## src/hdl/pa7u_pkg.sv

```systemverilog
// Shared types and constants for the packed 7-bit text word unpacker.
package pa7u_pkg;

  localparam int CHARS_PER_WORD = 5;
  localparam int CHAR_W         = 7;
  localparam int BYTE_W         = 8;
  localparam int HIGH_W         = 32;
  localparam int WORD_W         = 36;
  localparam int COUNT_W        = 12;
  localparam int POS_W          = 3;
  localparam int IDX_W          = 3;

  localparam logic [POS_W-1:0]   LAST_HIGH_POS   = 3'd4;
  localparam logic [COUNT_W-1:0] COUNT_MAX       = 12'hFFF;
  localparam logic [COUNT_W-1:0] MAX_CHARS_RESET = 12'd2560;

  typedef enum logic [1:0] {
    KIND_CHAR   = 2'd0,
    KIND_NUL    = 2'd1,
    KIND_LIMIT  = 2'd2,
    KIND_BADFMT = 2'd3
  } kind_t;

  // Results of one finished word: leading characters, then an optional end marker.
  typedef struct packed {
    logic [CHARS_PER_WORD-1:0][CHAR_W-1:0] chars;
    logic [IDX_W-1:0]                      num_chars;
    logic                                  has_tail;
    kind_t                                 tail_kind;
  } job_t;

endpackage

```

## src/hdl/pa7u_assemble.sv

```systemverilog
// Word assembly, string state and result planning for each accepted byte.
module pa7u_assemble
  import pa7u_pkg::*;
(
  input  logic               clk,
  input  logic               rst_n,
  input  logic               accept,
  input  logic [BYTE_W-1:0]  tape_byte,
  input  logic               start_string,
  input  logic               cfg_we,
  input  logic [COUNT_W-1:0] cfg_max_chars,
  output logic               job_load,
  output job_t               job
);

  logic [POS_W-1:0]   pos_r, pos_nxt;
  logic [HIGH_W-1:0]  high_r, high_nxt;
  logic [COUNT_W-1:0] chars_r, chars_nxt;
  logic               fin_r, fin_nxt;
  logic [COUNT_W-1:0] max_chars_r, max_chars_nxt;

  always_comb begin
    logic [POS_W-1:0]   pos_e;
    logic [HIGH_W-1:0]  high_e;
    logic [COUNT_W-1:0] chars_e;
    logic               fin_e;
    logic [WORD_W-1:0]  word;
    logic [COUNT_W:0]   sum;
    logic               found;

    pos_e   = pos_r;
    high_e  = high_r;
    chars_e = chars_r;
    fin_e   = fin_r;
    if (start_string) begin
      pos_e   = '0;
      high_e  = '0;
      chars_e = '0;
      fin_e   = 1'b0;
    end

    word  = {high_e, tape_byte[3:0]};
    found = 1'b0;
    sum   = {1'b0, chars_e} + (COUNT_W+1)'(CHARS_PER_WORD);

    job.num_chars = IDX_W'(CHARS_PER_WORD);
    job.has_tail  = 1'b0;
    job.tail_kind = KIND_CHAR;
    for (int i = 0; i < CHARS_PER_WORD; i++) begin
      job.chars[i] = word[WORD_W-1-CHAR_W*i -: CHAR_W];
      if (!found && job.chars[i] == '0) begin
        found         = 1'b1;
        job.num_chars = IDX_W'(i);
      end
    end

    job_load      = 1'b0;
    pos_nxt       = pos_r;
    high_nxt      = high_r;
    chars_nxt     = chars_r;
    fin_nxt       = fin_r;
    max_chars_nxt = cfg_we ? cfg_max_chars : max_chars_r;

    if (accept) begin
      pos_nxt   = pos_e;
      high_nxt  = high_e;
      chars_nxt = chars_e;
      fin_nxt   = fin_e;
      if (!fin_e) begin
        if (pos_e != LAST_HIGH_POS) begin
          high_nxt = {high_e[HIGH_W-BYTE_W-1:0], tape_byte};
          pos_nxt  = pos_e + POS_W'(1);
        end else begin
          pos_nxt  = '0;
          job_load = 1'b1;
          if (tape_byte[7:4] != 4'd0) begin
            fin_nxt       = 1'b1;
            job.num_chars = '0;
            job.has_tail  = 1'b1;
            job.tail_kind = KIND_BADFMT;
          end else if (found) begin
            fin_nxt       = 1'b1;
            job.has_tail  = 1'b1;
            job.tail_kind = KIND_NUL;
          end else begin
            chars_nxt = sum[COUNT_W] ? COUNT_MAX : sum[COUNT_W-1:0];
            if (chars_nxt >= max_chars_r) begin
              fin_nxt       = 1'b1;
              job.has_tail  = 1'b1;
              job.tail_kind = KIND_LIMIT;
            end
          end
        end
      end
    end
  end

  always_ff @(posedge clk) begin
    if (!rst_n) begin
      pos_r       <= '0;
      high_r      <= '0;
      chars_r     <= '0;
      fin_r       <= 1'b1;
      max_chars_r <= MAX_CHARS_RESET;
    end else begin
      pos_r       <= pos_nxt;
      high_r      <= high_nxt;
      chars_r     <= chars_nxt;
      fin_r       <= fin_nxt;
      max_chars_r <= max_chars_nxt;
    end
  end

endmodule

```

## src/hdl/pa7u_emit.sv

```systemverilog
// Result sequencer: holds one word's plan and sends its results one beat at a time.
module pa7u_emit
  import pa7u_pkg::*;
(
  input  logic              clk,
  input  logic              rst_n,
  input  logic              job_load,
  input  job_t              job,
  output logic              job_ready,
  output logic              out_valid,
  input  logic              out_ready,
  output logic [CHAR_W-1:0] out_character,
  output logic [1:0]        out_kind,
  output logic              out_last
);

  job_t              job_r, job_nxt;
  logic              job_valid_r, job_valid_nxt;
  logic [IDX_W-1:0]  idx_r, idx_nxt;
  logic              out_valid_r, out_valid_nxt;
  logic [CHAR_W-1:0] char_r, char_nxt;
  kind_t             kind_r, kind_nxt;
  logic              last_r, last_nxt;

  logic [IDX_W-1:0]  total;
  logic              last_res;
  logic              take;

  always_comb begin
    total    = job_r.num_chars + IDX_W'(job_r.has_tail);
    last_res = idx_r == total - IDX_W'(1);
    take     = job_valid_r && (!out_valid_r || out_ready);
    job_ready = !job_valid_r || (take && last_res);

    char_nxt = char_r;
    kind_nxt = kind_r;
    last_nxt = last_r;
    if (take) begin
      last_nxt = last_res;
      if (idx_r < job_r.num_chars) begin
        kind_nxt = KIND_CHAR;
        case (idx_r)
          3'd0:    char_nxt = job_r.chars[0];
          3'd1:    char_nxt = job_r.chars[1];
          3'd2:    char_nxt = job_r.chars[2];
          3'd3:    char_nxt = job_r.chars[3];
          3'd4:    char_nxt = job_r.chars[4];
          default: char_nxt = '0;
        endcase
      end else begin
        kind_nxt = job_r.tail_kind;
        char_nxt = '0;
      end
    end

    if (take) begin
      out_valid_nxt = 1'b1;
    end else if (out_ready) begin
      out_valid_nxt = 1'b0;
    end else begin
      out_valid_nxt = out_valid_r;
    end

    job_nxt       = job_r;
    job_valid_nxt = job_valid_r;
    idx_nxt       = idx_r;
    if (job_load) begin
      job_nxt       = job;
      job_valid_nxt = 1'b1;
      idx_nxt       = '0;
    end else if (take) begin
      if (last_res) begin
        job_valid_nxt = 1'b0;
      end
      idx_nxt = idx_r + IDX_W'(1);
    end
  end

  always_ff @(posedge clk) begin
    if (!rst_n) begin
      job_valid_r <= 1'b0;
      idx_r       <= '0;
      out_valid_r <= 1'b0;
    end else begin
      job_valid_r <= job_valid_nxt;
      idx_r       <= idx_nxt;
      out_valid_r <= out_valid_nxt;
    end
  end

  always_ff @(posedge clk) begin
    job_r  <= job_nxt;
    char_r <= char_nxt;
    kind_r <= kind_nxt;
    last_r <= last_nxt;
  end

  assign out_valid     = out_valid_r;
  assign out_character = char_r;
  assign out_kind      = kind_r;
  assign out_last      = last_r;

endmodule

```

## src/hdl/packed_ascii7_word_unpacker_core.sv

```systemverilog
// Top level of the packed 7-bit text word unpacker.
// Bytes one to four of a word are shifted into the high register and give no beat.
// The fifth byte loads the word's plan into the job register, from which its first result moves to the output register.
// Results then leave at one beat per cycle while out_ready is high; the input stalls until the word's last one loads.
// A word of n results passes all of them through the single result register.
// Synchronous active-low reset idles the string until a start flag and restores the limit to 2560.
module packed_ascii7_word_unpacker_core
  import pa7u_pkg::*;
(
  input  logic               clk,
  input  logic               rst_n,
  input  logic               in_valid,
  output logic               in_ready,
  input  logic [7:0]         in_tape_byte,
  input  logic               in_start_string,
  output logic               out_valid,
  input  logic               out_ready,
  output logic [6:0]         out_character,
  output logic [1:0]         out_kind,
  output logic               out_last,
  input  logic               cfg_valid,
  output logic               cfg_ready,
  input  logic [11:0]        cfg_max_chars
);

  logic job_load;
  job_t job;
  logic accept;

  assign cfg_ready = 1'b1;
  assign accept    = in_valid && in_ready;

  pa7u_assemble u_assemble (
    .clk          (clk),
    .rst_n        (rst_n),
    .accept       (accept),
    .tape_byte    (in_tape_byte),
    .start_string (in_start_string),
    .cfg_we       (cfg_valid && cfg_ready),
    .cfg_max_chars(cfg_max_chars),
    .job_load     (job_load),
    .job          (job)
  );

  pa7u_emit u_emit (
    .clk          (clk),
    .rst_n        (rst_n),
    .job_load     (job_load),
    .job          (job),
    .job_ready    (in_ready),
    .out_valid    (out_valid),
    .out_ready    (out_ready),
    .out_character(out_character),
    .out_kind     (out_kind),
    .out_last     (out_last)
  );

  a_end_marker_last: assert property (@(posedge clk) disable iff (!rst_n)
    (out_valid && out_kind != KIND_CHAR) |-> out_last)
    else $error("end marker beat without last");

  a_job_nonempty: assert property (@(posedge clk) disable iff (!rst_n)
    job_load |-> (job.num_chars <= 3'd5 && (job.num_chars != 3'd0 || job.has_tail)))
    else $error("word plan with no results");

  a_reset_clears_out: assert property (@(posedge clk)
    !rst_n |=> !out_valid)
    else $error("output valid after reset");

endmodule
```

## config.mk

```make
export PLATFORM = sky130hd
export DESIGN_NAME = packed_ascii7_word_unpacker_core
export DESIGN_NICKNAME = d
export VERILOG_FILES = /design/src/hdl/pa7u_pkg.sv /design/src/hdl/pa7u_assemble.sv /design/src/hdl/pa7u_emit.sv /design/src/hdl/packed_ascii7_word_unpacker_core.sv
export SDC_FILE = /design/constraint.sdc
export NUM_CORES = 1
export LEC_CHECK = 0
export BUFFER_PORTS_ARGS = -buffer_cell sky130_fd_sc_hd__buf_4
export CORE_MARGIN = 5
export CORE_UTILIZATION = 55
export DETAILED_ROUTE_END_ITERATION = 16
export MAX_ROUTING_LAYER = met4
export PLACE_DENSITY = 0.78
export SYNTH_ARGS = -nofsm -noshare
export SYNTH_HDL_FRONTEND = slang
export SYNTH_SLANG_ARGS = --single-unit
```

## constraint.sdc

```tcl
create_clock -name clk -period 4.6 [get_ports clk]
set_input_delay 0.69 -clock clk [delete_from_list [all_inputs] [get_ports clk]]
set_output_delay 0.69 -clock clk [all_outputs]
set_load 0.005 [all_outputs]
```

==> metrics <==
Ys Warns=0; cell area after layout=about 6400 um2; IO buf count=37; Max Freq=~290 MHz; share of layout cells above drive strength 1=12.2%; FILL cells=790; Slew @ Worst Pin=1110 ps; DRT Wirelength=about 11 mm; RSZ-0062 raised after global routing=false; drt first pass iters=5; Worst EP required=4950 ps; sequential cell fraction of total power=45.2%; min-delay worst type=input pin to flop; ANT cells=0; syn nets=609; top-count cell post-synth=nand2_1; num ports=39; Hold Crit Depth=1; drt wl/cell=15.4 um; Die Area=12200 um2; CTS tree=yes; synthesized cell area=roughly 5600 um2; clk sinks=116; HPWL after DPL=7.87 mm; Seq cells post-synth=approximately 120; final core utilization=65.5%; largest net degree at the start of global routing=65; Post-Syn Instances=between 500 and 600; dpl cell area=~6000 um2; post-synthesis sequential area ratio=50.9%; post_cts resized=0; period utilization=around three quarters; antenna violations before repair=0; Worst slew margin=25.5%; Slew Limit Fails=0; fin nets=637; logic gate share of total power=4.5%; Post-synth EDFFs=51; Synth area leader=edfxtp_1; Setup violations, final=0; number of buffers created by CTS=17; first-pass GRT wire length=between 15 and 20 mm; leakage power=2.43 nW; max_cap viols=0; Final Wtd Congestion=0.900; crit end category=flop; H-tree Lvls=4; post-route ant nets=0; Main synth FF type=dfxtp_1; kind of critical path=input pin to flop; Rows=36; setup slack after layout=1150 ps; CTS root buffer=clkbuf_8; core area=9820 um2; sw frac=between 20% and 30%; hold_buf cts=0; top post-synthesis cells by count=nand2_1, dfxtp_1, nor2b_1; Syn-to-layout area delta=15.5%; final hold vios=0; CP Cell Sequence=buf_4, nor2b_1, ha_1, nor2_1, nand4b_1, nand2_1, ha_1, a211oi_1, o21ai_0, a211oi_1, o21ai_0, nor3_1, o311ai_0; Die Ht=roughly 110 um; PD cells=375 nW/um2; asr flop ratio synth=0%; FF-to-FF path depth=12; startpoint types=input pin; post-layout total power=2.41 mW; slowest cell delay on critical path=410 ps; Clock Power Share=50.4%; status=complete, no violations; synth top area cells=edfxtp_1, dfxtp_1, nand2_1, nor2b_1, ha_1; Yosys top cell area share=27.5%; DIE WIDTH=111 um; setup TNS=0 ps; Worst Skew=7.85 ps; DRT iter0 DRCs=261; Net Switching=510 uW; maximum clock path buffer count=2; worst vdd ir=0.204 mV; DR vias/cell=around 5.5; DP Worst Slack=687 ps; Internal Dissipation=1.90 mW; GRT Total Usage=19.8%; Worst Path Max Fanout=51; setup bufs post-CTS=0; critical path data arrival time=3800 ps; fin crit period=~3400 ps; vias in the first global route=4098; Syn Area/Cell=9.96 um2; clk_lat worst skew=520 ps; vias=4009; Initial Util=a little under three fifths; Unique masters post-synth=52; slowest stage cell, crit path=buf_4; GR Overflow Total=0; drt drc=0; Worst-path clk slew=60 ps
==> cells in the final DEF, fill, tap and decap left out, drive strengths merged, types with 5 or more instances in the layout <==
cell / netlist / routed
dfxtp: 65 / 65
clkinv: 0 / 5
inv: 24 / 24
ha: 24 / 24
a22oi: 10 / 10
nor2b: 53 / 53
and2: 5 / 5
nor4: 6 / 6
o21ai: 27 / 27
nor2: 23 / 23
clkbuf: 19 / 21
a21oi: 11 / 11
buf: 12 / 40
nand2: 99 / 99
a21boi: 44 / 44
edfxtp: 51 / 51
xnor2: 9 / 9
nor3: 7 / 7
a31oi: 6 / 6
mux2i: 14 / 14
==> kinds of logic after synthesis <==
logic type | Yosys count | synth area share [%]
buffers and inverters | 55 | 4.40
AO/OA/AOI/OAI | 121 | 15.1
XOR/XNOR | 12 | 2.16
other | 1 | 0.0673
AND/OR/NAND/NOR | 216 | 19.5
multiplexers | 14 | 2.52
adder cells (fa/ha/maj) | 24 | 5.39
flip-flops | 116 | 50.9
==> final cells by class <==
class / instances / area, um2 / share of cell area, %
Sequential cell: 116 / 2830 / 44.0
Multi-Input combinational cell: 388 / 2490 / 38.8
Clock buffer: 21 / 439 / 6.83
Timing Repair Buffer: 40 / 300 / 4.67
Tap cell: 133 / 166 / 2.59
Clock inverter: 10 / 110 / 1.71
Inverter: 24 / 90.1 / 1.40
==> state kept, by name (all words and copies together) (netlist names) <==
register and flops:
u_emit.out_kind 2, u_emit.out_last 1, u_emit.job_r 41, u_assemble.max_chars_r 12
u_emit.out_valid 1, u_assemble.pos_r 3, u_assemble.chars_r 12, u_emit.idx_r 3
u_emit.out_character 7, u_emit.job_valid_r 1, u_assemble.high_r 32, u_assemble.fin_r 1
==> layer usage <==
layer  track usage, %  wire (um)
met2             30.2       5390
met4             8.21        191
met3             5.20        630
met5                -          0
met1             25.0       5040
==> worst paths after layout <==
check                          end                   from  slack (ps)
min reg2reg  u_assemble.high_r[27]  u_assemble.high_r[27]         460
min               u_emit.job_r[36]        in_tape_byte[3]         360
max reg2reg       u_assemble.fin_r  u_assemble.chars_r[0]        1340
max               u_assemble.fin_r        in_start_string        1150
==> stage by stage <==
| stage | hold WS, ps | std cells |
|---|---|---|
| after floorplan | 438 | 559 |
| after global placement | 452 | 701 |
| after detailed placement | 456 | 701 |
| after CTS | 351 | 732 |
| after global routing | 351 | 732 |
| final | 362 | 732 |
==> power by group through the flow <==
stage          registers, mW  clock network [mW]  logic, mW
3_3_place_gp            1.11                   0      0.104
5_1_grt                 1.09                1.28      0.121
2_1_floorplan           1.11                   0     0.0766
6_report                1.09                1.22      0.108
4_1_cts                 1.09                1.23      0.109
3_5_place_dp            1.11                   0      0.108
==> critical path: cells and delay by family <==
family / cells / cell delay (ps)
fa+ha+maj: 2 / 580
buf+inv: 1 / 410
simple gates: 5 / 1190
compound gates: 5 / 930
(Power assumes the default switching activity.)
